===== src/sv/jcl_pkg.sv =====
// shared types, constants and codes of the joint command limiter
package jcl_pkg;

    // default position width, Q8.24
    localparam int POSITION_WIDTH_DEF = 32;

    // configuration port
    localparam int CFG_DATA_W  = 32;
    localparam int CFG_INDEX_W = 3;

    // register indexes
    localparam logic [CFG_INDEX_W-1:0] REG_POSITION_MIN      = 3'd0;
    localparam logic [CFG_INDEX_W-1:0] REG_POSITION_MAX      = 3'd1;
    localparam logic [CFG_INDEX_W-1:0] REG_ZONE_FRACTION     = 3'd2;
    localparam logic [CFG_INDEX_W-1:0] REG_FLOOR_FACTOR      = 3'd3;
    localparam logic [CFG_INDEX_W-1:0] REG_STEP_LIMIT        = 3'd4;
    localparam logic [CFG_INDEX_W-1:0] REG_STEP_CHANGE_LIMIT = 3'd5;

    // fixed field widths
    localparam int LIMIT_W = 32;
    localparam int FRAC_W  = 17;
    localparam int STEP_W  = 31;

    // Q1.16 one
    localparam logic [FRAC_W-1:0] ONE_Q16 = 17'h10000;

    // zone is normalized below this bit before the divide
    localparam int NORM_BIT = 40;

    // quotient bits of the factor divide
    localparam int QUO_W = 17;
    localparam int DIV_CNT_W = 5;

    // configuration register set
    typedef struct packed {
        logic [LIMIT_W-1:0] position_min;
        logic [LIMIT_W-1:0] position_max;
        logic [FRAC_W-1:0]  zone_fraction;
        logic [FRAC_W-1:0]  floor_factor;
        logic [STEP_W-1:0]  step_limit;
        logic [STEP_W-1:0]  step_change_limit;
    } jcl_cfg_t;

    // controller states
    typedef enum logic [3:0] {
        S_IDLE,
        S_ZONE,
        S_CLASS,
        S_NORM,
        S_MUL,
        S_DIV,
        S_FACTOR,
        S_SCALE,
        S_LIMIT,
        S_STEP,
        S_FINISH
    } jcl_state_t;

    // how the deceleration factor is found
    typedef enum logic [1:0] {
        FAC_ONE,
        FAC_FLOOR,
        FAC_DIV
    } jcl_fac_mode_t;

    // controller to datapath
    typedef struct packed {
        logic load;
        logic zone;
        logic classify;
        logic norm;
        logic mul;
        logic div_step;
        logic factor;
        logic scale;
        logic limit;
        logic step;
        logic finish;
    } jcl_cmd_t;

    // datapath to controller
    typedef struct packed {
        jcl_fac_mode_t mode;
        logic          zone_big;
    } jcl_status_t;

endpackage


===== src/sv/jcl_ctrl.sv =====
// controller state machine of the joint command limiter
module jcl_ctrl (
    input  logic                clk,
    input  logic                rst_n,
    input  logic                in_valid,
    output logic                in_stall,
    output logic                out_valid,
    input  logic                out_stall,
    input  jcl_pkg::jcl_status_t status,
    output jcl_pkg::jcl_cmd_t   cmd
);

    jcl_pkg::jcl_state_t state_reg, state_next;
    logic [jcl_pkg::DIV_CNT_W-1:0] cnt_reg, cnt_next;
    logic out_valid_reg, out_valid_next;
    logic out_free;

    assign out_free = !out_valid_reg || !out_stall;

    // state registers
    always_ff @(posedge clk or negedge rst_n)
    begin
        if (!rst_n)
        begin
            state_reg     <= jcl_pkg::S_IDLE;
            cnt_reg       <= '0;
            out_valid_reg <= 1'b0;
        end
        else
        begin
            state_reg     <= state_next;
            cnt_reg       <= cnt_next;
            out_valid_reg <= out_valid_next;
        end
    end

    // next state
    always_comb
    begin
        state_next = state_reg;
        cnt_next   = cnt_reg;
        unique case (state_reg)
            jcl_pkg::S_IDLE:
                if (in_valid)
                    state_next = jcl_pkg::S_ZONE;
            jcl_pkg::S_ZONE:
                state_next = jcl_pkg::S_CLASS;
            jcl_pkg::S_CLASS:
                if (status.mode == jcl_pkg::FAC_DIV)
                    state_next = jcl_pkg::S_NORM;
                else
                    state_next = jcl_pkg::S_SCALE;
            jcl_pkg::S_NORM:
                if (!status.zone_big)
                    state_next = jcl_pkg::S_MUL;
            jcl_pkg::S_MUL:
            begin
                state_next = jcl_pkg::S_DIV;
                cnt_next   = '0;
            end
            jcl_pkg::S_DIV:
            begin
                cnt_next = cnt_reg + 1'b1;
                if (cnt_reg == jcl_pkg::DIV_CNT_W'(jcl_pkg::QUO_W - 1))
                    state_next = jcl_pkg::S_FACTOR;
            end
            jcl_pkg::S_FACTOR:
                state_next = jcl_pkg::S_SCALE;
            jcl_pkg::S_SCALE:
                state_next = jcl_pkg::S_LIMIT;
            jcl_pkg::S_LIMIT:
                state_next = jcl_pkg::S_STEP;
            jcl_pkg::S_STEP:
                state_next = jcl_pkg::S_FINISH;
            jcl_pkg::S_FINISH:
                if (out_free)
                    state_next = jcl_pkg::S_IDLE;
            default:
                state_next = jcl_pkg::S_IDLE;
        endcase
    end

    // outputs and commands
    always_comb
    begin
        cmd            = '0;
        in_stall       = (state_reg != jcl_pkg::S_IDLE);
        out_valid      = out_valid_reg;
        out_valid_next = out_valid_reg && out_stall;
        unique case (state_reg)
            jcl_pkg::S_IDLE:   cmd.load     = in_valid;
            jcl_pkg::S_ZONE:   cmd.zone     = 1'b1;
            jcl_pkg::S_CLASS:  cmd.classify = 1'b1;
            jcl_pkg::S_NORM:   cmd.norm     = status.zone_big;
            jcl_pkg::S_MUL:    cmd.mul      = 1'b1;
            jcl_pkg::S_DIV:    cmd.div_step = 1'b1;
            jcl_pkg::S_FACTOR: cmd.factor   = 1'b1;
            jcl_pkg::S_SCALE:  cmd.scale    = 1'b1;
            jcl_pkg::S_LIMIT:  cmd.limit    = 1'b1;
            jcl_pkg::S_STEP:   cmd.step     = 1'b1;
            jcl_pkg::S_FINISH:
                if (out_free)
                begin
                    cmd.finish     = 1'b1;
                    out_valid_next = 1'b1;
                end
            default: ;
        endcase
    end

endmodule


===== config.mk =====
export PLATFORM = sky130hd
export DESIGN_NAME = jcl_ctrl
export DESIGN_NICKNAME = d
export VERILOG_FILES = /design/src/sv/jcl_pkg.sv /design/src/sv/jcl_ctrl.sv
export SDC_FILE = /design/constraint.sdc
export NUM_CORES = 1
export LEC_CHECK = 0
export ABC_CLOCK_PERIOD_IN_PS = 1900
export BUFFER_PORTS_ARGS = -buffer_cell sky130_fd_sc_hd__buf_2
export CELL_PAD_IN_SITES_DETAIL_PLACEMENT = 1
export CELL_PAD_IN_SITES_GLOBAL_PLACEMENT = 1
export CORE_UTILIZATION = 35
export CTS_CLUSTER_DIAMETER = 60
export CTS_CLUSTER_SIZE = 20
export DETAILED_ROUTE_END_ITERATION = 12
export PLACE_DENSITY = 0.83
export SLEW_MARGIN = 20
export SYNTH_ARGS = -nofsm -noshare
export SYNTH_HDL_FRONTEND = slang
export SYNTH_SLANG_ARGS = --single-unit

===== constraint.sdc =====
create_clock -name clk -period 1.9 [get_ports clk]
set_clock_uncertainty 0.15 [all_clocks]
set_input_delay 0.285 -clock clk [delete_from_list [all_inputs] [get_ports clk]]
set_output_delay 0.285 -clock clk [all_outputs]
set_load 0.1 [all_outputs]

==> results.json, run 1 <==
{
  "fillers": 168,
  "syn_to_final_growth_pct": 100,
  "finalSetupViolations": 9,
  "io_buffer_count": 19,
  "slew_violations": 0,
  "finalSetupTns_ns": -0.514,
  "cts_tree": "built",
  "fp.dieArea_sq_um": 2000,
  "worstRegToRegCells": 6,
  "drc": 0,
  "fp.dieW_um": 44.7,
  "r2r_slack_ns": -0.04,
  "worstMarginPinSlew_ns": 0.498,
  "rsz0062_at_grt": "true",
  "ys_types": 28,
  "critical_path_class": "flop to output port",
  "largest_reg_flops": 5,
  "drt_iter0_drc": 21,
  "worst_slack_ns": -0.128,
  "die_y_um": 44.7,
  "post_drt_wl_per_cell_um": 24.8,
  "numCtsBuffers": 3,
  "cp-startpoint": "state_reg[3]",
  "syn_area_sq_um": 639,
  "fin_hold_ws_ns": 0.218,
  "cp-end-kind": "output port",
  "rr_endpoint": "state_reg[3]",
  "outcome": "finished with violations",
  "insertion_delay_ns": 0.27,
  "grt-ovfl-total": 0,
  "antenna_found_initial": 0,
  "grt_max_degree": 15,
  "ys_seq_area_share_pct": 39.1,
  "hold_viol": 0,
  "initial_utilization_pct": 37.0,
  "grt_pass1_wl_um": 3740,
  "routed_wl_um": 3340,
  "violations": "setup timing",
  "track_usage_pct": 27.3,
  "r2r_start": "cnt_reg[0]",
  "syn-num-nets": 85,
  "cts.clk_slew.worst_paths_ns": 0.07,
  "yosysWarnings": 0,
  "worstHoldPathType": "input port to flop",
  "cts_sinks": 10,
  "gp_congestion": 0.761,
  "coreArea_sq_um": 1730,
  "antenna_cells": 0,
  "cp-start-kind": "flop",
  "vias_per_cell": 5.83,
  "ys_ff_latch": 10,
  "cp_data_required_time_ns": 1.46,
  "drv_cap": 0,
  "ios": 20,
  "drive_gt1_share_pct": 55.5,
  "avgSynthCellArea_sq_um": 8.41,
  "rows": 15,
  "postRouteAntennaNets": 0,
  "synthCells": 76,
  "critPathCapture": "cmd[10]",
  "period_share_pct": 107,
  "critPathArrivalTime_ns": 1.59,
  "via_count": 787,
  "period_needed_ns": 2.03,
  "worstPathMaxFanout": 3,
  "post-dp-hpwl_um": 1600,
  "fmax_mhz": 493,
  "clockBufferDepth": 2,
  "root_buffer": "clkbuf_4",
  "h-tree-depth": 1,
  "drtPass1Iterations": 4,
  "fin_nets": 120,
  "grt_pass1_vias": 762,
  "slew_headroom_pct": 67.0
}
==> layout by cell type, fill, tap and decap left out, types with 2 or more instances in the layout <==
master and count:
buf_6 4, nor2_1 3, clkbuf_4 3, dfrtp_2 2, inv_1 4, xor2_1 2
dfrtp_1 8, nand2b_4 4, nor3_4 5, buf_2 7, buf_4 10, o21ai_0 8
nand3_1 2, ha_1 2, nor2_4 4, buf_12 11, o31ai_1 2, nand2_1 7
nand4bb_4 2
==> worst min-delay path by stage <==
| stage | cells past startpoint | start | to |
|---|---|---|---|
| global route | 3 | out_stall | out_valid |
| finish | 3 | out_stall | out_valid |
| detailed placement | 1 | rst_n | cnt_reg[2] |
| floorplan | 0 | rst_n | cnt_reg[0] |
| CTS | 3 | out_stall | out_valid |
| global placement | 1 | rst_n | cnt_reg[0] |
==> cells in the mapped netlist <==
master,n,area share (%)
dfrtp_1,10,39
o21ai_0,8,6.3
nand2_1,7,4.1
nor2_1,7,4.1
inv_1,5,2.9
nand2b_1,5,4.9
nor3_1,5,3.9
clkbuf_1,3,1.8
nand3_1,3,2.3
ha_1,2,3.9
nand4bb_1,2,3.5
o31ai_1,2,2.3
xor2_1,2,2.7
a21o_1,1,1.2
a21oi_1,1,0.78
a22o_1,1,1.4
a31oi_1,1,0.98
buf_2,1,0.78
nor4bb_1,1,1.6
o21ai_1,1,0.78
o21bai_1,1,1.2
o22ai_1,1,0.98
o22ai_2,1,2.0
o31a_1,1,1.4
o32ai_1,1,1.4
or2_1,1,0.98
or2_2,1,0.98
or4_4,1,1.8
==> through the flow <==
stage                     std cells  worst slack [ns]  cell area (sq um)  utilization [%]
after floorplan                  76            -0.198                767                -
after global placement          123             0.138               1070             62.2
after detailed placement        123            0.0302               1070             62.2
after CTS                       129           -0.0859               1160             67.2
after global routing            135            -0.153               1280             74.1
final                           135            -0.128               1280             74.1
==> final cells by class <==
type	instances	area (sq um)	share of cell area [%]
inverters	5	18.8	1.47
repair buffers	34	400	31.3
clock buffers	4	26.3	2.05
multi-input cells	57	549	43.0
well taps	25	31.3	2.45
flip-flops and latches	10	253	19.8
==> timing repair <==
action                     in CTS  in global routing
hold buffers                    1                  0
setup endpoints to repair      12                 14
hold endpoints to repair       10                  0
setup buffers                   1                  6
gates resized for setup        11                 12
pin swaps                       3                  5
==> kinds of logic after synthesis <==
| kind of cell | Yosys count | synth area share, % |
|---|---|---|
| buf+inv | 9 | 5.48 |
| fa+ha+maj | 2 | 3.91 |
| flops | 10 | 39.1 |
| xor+xnor | 2 | 2.74 |
| simple gates | 33 | 28.2 |
| compound gates | 20 | 20.5 |
==> critical path, cell delays in order (launching register included) <==
cell     delay [ns]
dfrtp_1        0.41
or4_4          0.59
nor2_4         0.14
buf_12         0.18
==> metal layers <==
metal	GRT usage (%)	share of wire (%)
met1	29.4	35
met2	52.9	54
met3	4.80	6.7
met4	9.09	3.7
met5	0	0
Power of run 1 is left out: the tool's default activity adds up to more than one toggle a clock period on the data nets, which glitch-free logic cannot reach.
==> run 2: changes to the inputs <==
--- a/config.mk
+++ b/config.mk
@@ -5,7 +5,7 @@
 export SDC_FILE = /design/constraint.sdc
 export NUM_CORES = 1
 export LEC_CHECK = 0
-export ABC_CLOCK_PERIOD_IN_PS = 1900
+export ABC_CLOCK_PERIOD_IN_PS = 2200
 export BUFFER_PORTS_ARGS = -buffer_cell sky130_fd_sc_hd__buf_2
 export CELL_PAD_IN_SITES_DETAIL_PLACEMENT = 1
 export CELL_PAD_IN_SITES_GLOBAL_PLACEMENT = 1
@@ -13,6 +13,7 @@
 export CTS_CLUSTER_DIAMETER = 60
 export CTS_CLUSTER_SIZE = 20
 export DETAILED_ROUTE_END_ITERATION = 12
+export MAX_ROUTING_LAYER = met4
 export PLACE_DENSITY = 0.83
 export SLEW_MARGIN = 20
 export SYNTH_ARGS = -nofsm -noshare
==> constraint.sdc (replaced) <==
create_clock -name clk -period 2.2 [get_ports clk]
set_clock_uncertainty 0.15 [all_clocks]
set_input_delay 0.33 -clock clk [delete_from_list [all_inputs] [get_ports clk]]
set_output_delay 0.33 -clock clk [all_outputs]
set_load 0.1 [all_outputs]
==> run 2 against run 1 <==
- the flow now finishes without violations
- die area stayed put
- sequential share of layout area is 8.5 points higher
- final cell count is 11% lower
- global-route usage is 7.2 points lower
- register-to-register slack better by 0.36 ns
- core utilization is 22 points lower
- via count is 19% lower
==> results.json, run 2 (synthesis gave the netlist of run 1 again) <==
{
  "cts.clk_slew.worst_paths_ns": 0.06,
  "largest_reg_flops": 5,
  "rows": 15,
  "worstMarginPinSlew_ns": 0.533,
  "drt_iter0_drc": 13,
  "r2r_slack_ns": 0.32,
  "h-tree-depth": 1,
  "min_path_cells": 3,
  "grt_pass1_wl_um": 2760,
  "routed_wl_um": 1590,
  "finalSetupViolations": 0,
  "numCtsBuffers": 3,
  "worstHoldPathType": "input port to flop",
  "drv_cap": 0,
  "fin_hold_ws_ns": 0.202,
  "hold_viol": 0,
  "insertion_delay_ns": 0.26,
  "grt_max_degree": 16,
  "critPathArrivalTime_ns": 1.66,
  "grt_pass1_vias": 613,
  "antenna_found_initial": 0,
  "syn_to_final_growth_pct": 41.1,
  "outcome": "finished clean",
  "track_usage_pct": 20.1,
  "worstPathMaxFanout": 13,
  "final_common_cell": "buf_2",
  "slew_violations": 0,
  "grt-ovfl-total": 0,
  "clockBufferDepth": 2,
  "die_y_um": 44.7,
  "antenna_cells": 0,
  "worstRegToRegCells": 4,
  "drc": 0,
  "period_needed_ns": 2.14,
  "cp-start-kind": "flop",
  "slew_headroom_pct": 64.3,
  "fp.dieArea_sq_um": 2000,
  "post_drt_wl_per_cell_um": 13.2,
  "gp_congestion": 0.724,
  "fp.dieW_um": 44.7,
  "via_count": 641,
  "vias_per_cell": 5.34,
  "period_share_pct": 97.2,
  "drive_gt1_share_pct": 43.2,
  "fillers": 209,
  "fin_nets": 106,
  "cts_tree": "built",
  "cp-end-kind": "output port",
  "fmax_mhz": 468,
  "postRouteAntennaNets": 0,
  "root_buffer": "clkbuf_4",
  "critical_path_class": "flop to output port",
  "rsz0062_at_grt": "false",
  "cts_sinks": 10,
  "post-dp-hpwl_um": 1240,
  "cp_data_required_time_ns": 1.72,
  "final_cell_mix": "buf_2 (13), o21ai_0 (8), nand2_1 (7), dfrtp_1 (6)",
  "initial_utilization_pct": 37.0,
  "drtPass1Iterations": 4,
  "io_buffer_count": 19,
  "coreArea_sq_um": 1730,
  "cts_setup_buffers": 0,
  "ios": 20
}
run 2: cell count changes in the layout (fill, tap and decap cells not counted), moves of 5 or more:
cell,delta
nor3_4,-5
buf_4,-7
nor3_2,+5
buf_2,+6
buf_12,-8
run 2: routing by layer:
| metal | routed length (um) | GRT usage, % | share of wire [%] |
|---|---|---|---|
| met5 | 0 | - | 0 |
| met4 | 19 | 7.27 | 1.2 |
| met3 | 56 | 6.00 | 3.5 |
| met2 | 798 | 31.8 | 50 |
| met1 | 710 | 24.3 | 45 |
run 2: final cells by class:
cell class,count,area (sq um),share of cell area [%]
multi-input combinational,57,417,46.2
tap,25,31.3,3.47
timing repair buffer,20,158,17.5
sequential,10,255,28.3
clock buffer,3,22.5,2.50
inverter,5,18.8,2.08
run 2: repair_timing:
action | in CTS | in global routing
resized for setup | 5 | 4
hold buffers | 1 | 0
gates cloned | 0 | 0
endpoints found under the setup margin | 5 | 9
pin swaps | 0 | 0
endpoints found under the hold margin | 10 | 0
run 2: critical path: stages (launching register included):
cell,delay (ns)
dfrtp_2,0.50
or4_4,0.60
nor2_4,0.12
buf_12,0.18
run 2: worst paths after layout:
path,endpoint,start
setup / recovery,cmd[10],state_reg[0]
hold / removal,out_valid,out_stall
setup reg to reg,state_reg[2],state_reg[0]
hold reg to reg,cnt_reg[0],cnt_reg[0]
max in group asynchronous,state_reg[2],rst_n
min in group asynchronous,out_valid,rst_n
run 2: stage by stage:
step           setup TNS, ns  setup slack (ns)  area (sq um)  util [%]  instances
2_1_floorplan         -0.938            -0.286           691         -         76
3_3_place_gp               0             0.294           846      49.0        116
3_5_place_dp               0             0.260           846      49.0        116
4_1_cts             -0.00854          -0.00854           892      51.7        120
5_1_grt                    0            0.0217           902      52.2        120
6_report                   0            0.0615           902      52.2        120
Power of run 2 is left out for the same reason.
==> run 3: changes to the inputs <==
==> constraint.sdc (replaced) <==
create_clock -name clk -period 2.2 [get_ports clk]
set_clock_uncertainty 0.15 [all_clocks]
set_input_delay 0.11 -clock clk [delete_from_list [all_inputs] [get_ports clk]]
set_output_delay 0.11 -clock clk [all_outputs]
set_load 0.1 [all_outputs]
==> run 3 against run 2 <==
- critical path depth is the same
- core utilization decreased by 3.8 points
- register-to-register slack about the same
- final cell count increased by 3.3%
- global-route usage is 0.56 points lower
- die area is the same
- flip-flop and latch count did not move
- critical path type unchanged
==> results.json, run 3 (synthesis gave the netlist of run 1 again) <==
{
  "slew_headroom_pct": 67.7,
  "cts_sinks": 10,
  "final_cell_mix": "buf_2 (18), dfrtp_1 (10), o21ai_0 (8), nand2_1 (7)",
  "fp.dieArea_sq_um": 2000,
  "worstPathMaxFanout": 13,
  "cts_tree": "built",
  "drt_iter0_drc": 4,
  "fp.dieW_um": 44.7,
  "coreArea_sq_um": 1730,
  "antenna_cells": 0,
  "slew_violations": 0,
  "drive_gt1_share_pct": 31.3,
  "h-tree-depth": 1,
  "cts.clk_slew.worst_paths_ns": 0.07,
  "die_y_um": 44.7,
  "grt_pass1_wl_um": 2730,
  "largest_reg_flops": 5,
  "worst_slack_ns": 0.136,
  "clockBufferDepth": 2,
  "syn_to_final_growth_pct": 30.9,
  "drc": 0,
  "post-dp-hpwl_um": 1220,
  "place_ws_ns": 0.305,
  "root_buffer": "clkbuf_4",
  "grt_max_degree": 15,
  "period_needed_ns": 2.06,
  "ios": 20,
  "insertion_delay_ns": 0.27,
  "vias_per_cell": 5.06,
  "gp_congestion": 0.757,
  "io_buffer_count": 19,
  "outcome": "finished clean",
  "routed_wl_um": 1600,
  "postRouteAntennaNets": 0,
  "critPathSlowestCell": "or4_4",
  "cp_data_required_time_ns": 1.94,
  "cp-end-kind": "output port",
  "track_usage_pct": 19.5,
  "crit_chain": "or4_4 -> nor2_4 -> clkbuf_4",
  "grt-ovfl-total": 0,
  "post_drt_wl_per_cell_um": 12.9,
  "cpPeakStageDelay_ns": 0.62,
  "finalSetupViolations": 0,
  "final_common_cell": "buf_2",
  "drv_cap": 0,
  "cp-start-kind": "flop",
  "rsz0062_at_grt": "false",
  "worstMarginPinSlew_ns": 0.487,
  "numCtsBuffers": 3,
  "hold_viol": 0,
  "antenna_found_initial": 0,
  "drtPass1Iterations": 4,
  "critPathArrivalTime_ns": 1.80,
  "worstHoldPathType": "input port to asynchronous set/reset pin",
  "rows": 15,
  "initial_utilization_pct": 37.0,
  "fin_nets": 109,
  "fmax_mhz": 484,
  "period_share_pct": 93.8,
  "via_count": 627,
  "grt_pass1_vias": 597,
  "critical_path_class": "flop to output port"
}
## run 3: cell types whose count changed in the layout (fill, tap and decap cells not counted), moves of 3 or more
cell | previous run | this run
dfrtp_1 | 6 | 10
buf_2 | 13 | 18
nor3_2 | 5 | 0
buf_12 | 3 | 0
nor3_1 | 0 | 5
dfrtp_2 | 4 | 0
## run 3: per-layer routing
| metal | vias up | track usage [%] | share of wire (%) | routed length [um] |
|---|---|---|---|---|
| met1 | 296 | 22.7 | 45 | 711 |
| met3 | 5 | 4.80 | 2.9 | 47 |
| met4 | 0 | 7.27 | 1.6 | 25 |
| li1 | 314 | - | - | - |
| met5 | - | - | 0 | 0 |
| met2 | 12 | 32.6 | 51 | 812 |
## run 3: what timing repair did
action,CTS,global route
buffers inserted,0,0
hold endpoints to repair,11,0
gates resized for setup,0,1
setup endpoints to repair,0,1
hold buffers,2,0
## run 3: cell type report
type	instances	area [sq um]
clock buffer	4	36.3
sequential	10	250
multi-input combinational	57	368
tap	25	31.3
inverter	5	18.8
timing repair buffer	23	133
fill	215	890
## run 3: per-stage QoR
| step | cells | hold slack [ns] | area [sq um] | util [%] | setup TNS [ns] |
|---|---|---|---|---|---|
| final | 124 | 0.0804 | 837 | 48.5 | 0 |
| after global placement | 118 | -0.171 | 778 | 45.1 | 0 |
| after floorplan | 76 | -0.336 | 653 | - | -4.05 |
| after detailed placement | 118 | -0.167 | 778 | 45.1 | 0 |
| after CTS | 124 | 0.0784 | 835 | 48.3 | 0 |
| after global routing | 124 | 0.0988 | 837 | 48.5 | 0 |
## run 3: worst max-delay path, delay by kind of cell, from the launching register on
| kind | cells | cell delay (ns) |
|---|---|---|
| flops | 1 | 0.51 |
| simple gates | 2 | 0.71 |
| buf+inv | 1 | 0.32 |
## run 3: final timing paths
path / startpoint / to / slack (ns) / cells after the start
worst min register to register: cnt_reg[4] / cnt_reg[4] / 0.39 / 2
worst min-delay path: rst_n / cnt_reg[4] / 0.08 / 2
worst max-delay path: state_reg[0] / cmd[10] / 0.14 / 3
min in group clk: in_valid / state_reg[0] / 0.10 / 3
worst max register to register: state_reg[0] / state_reg[1] / 0.33 / 4
max in group asynchronous: rst_n / state_reg[0] / 1.62 / 2
Power of run 3 is left out for the same reason.
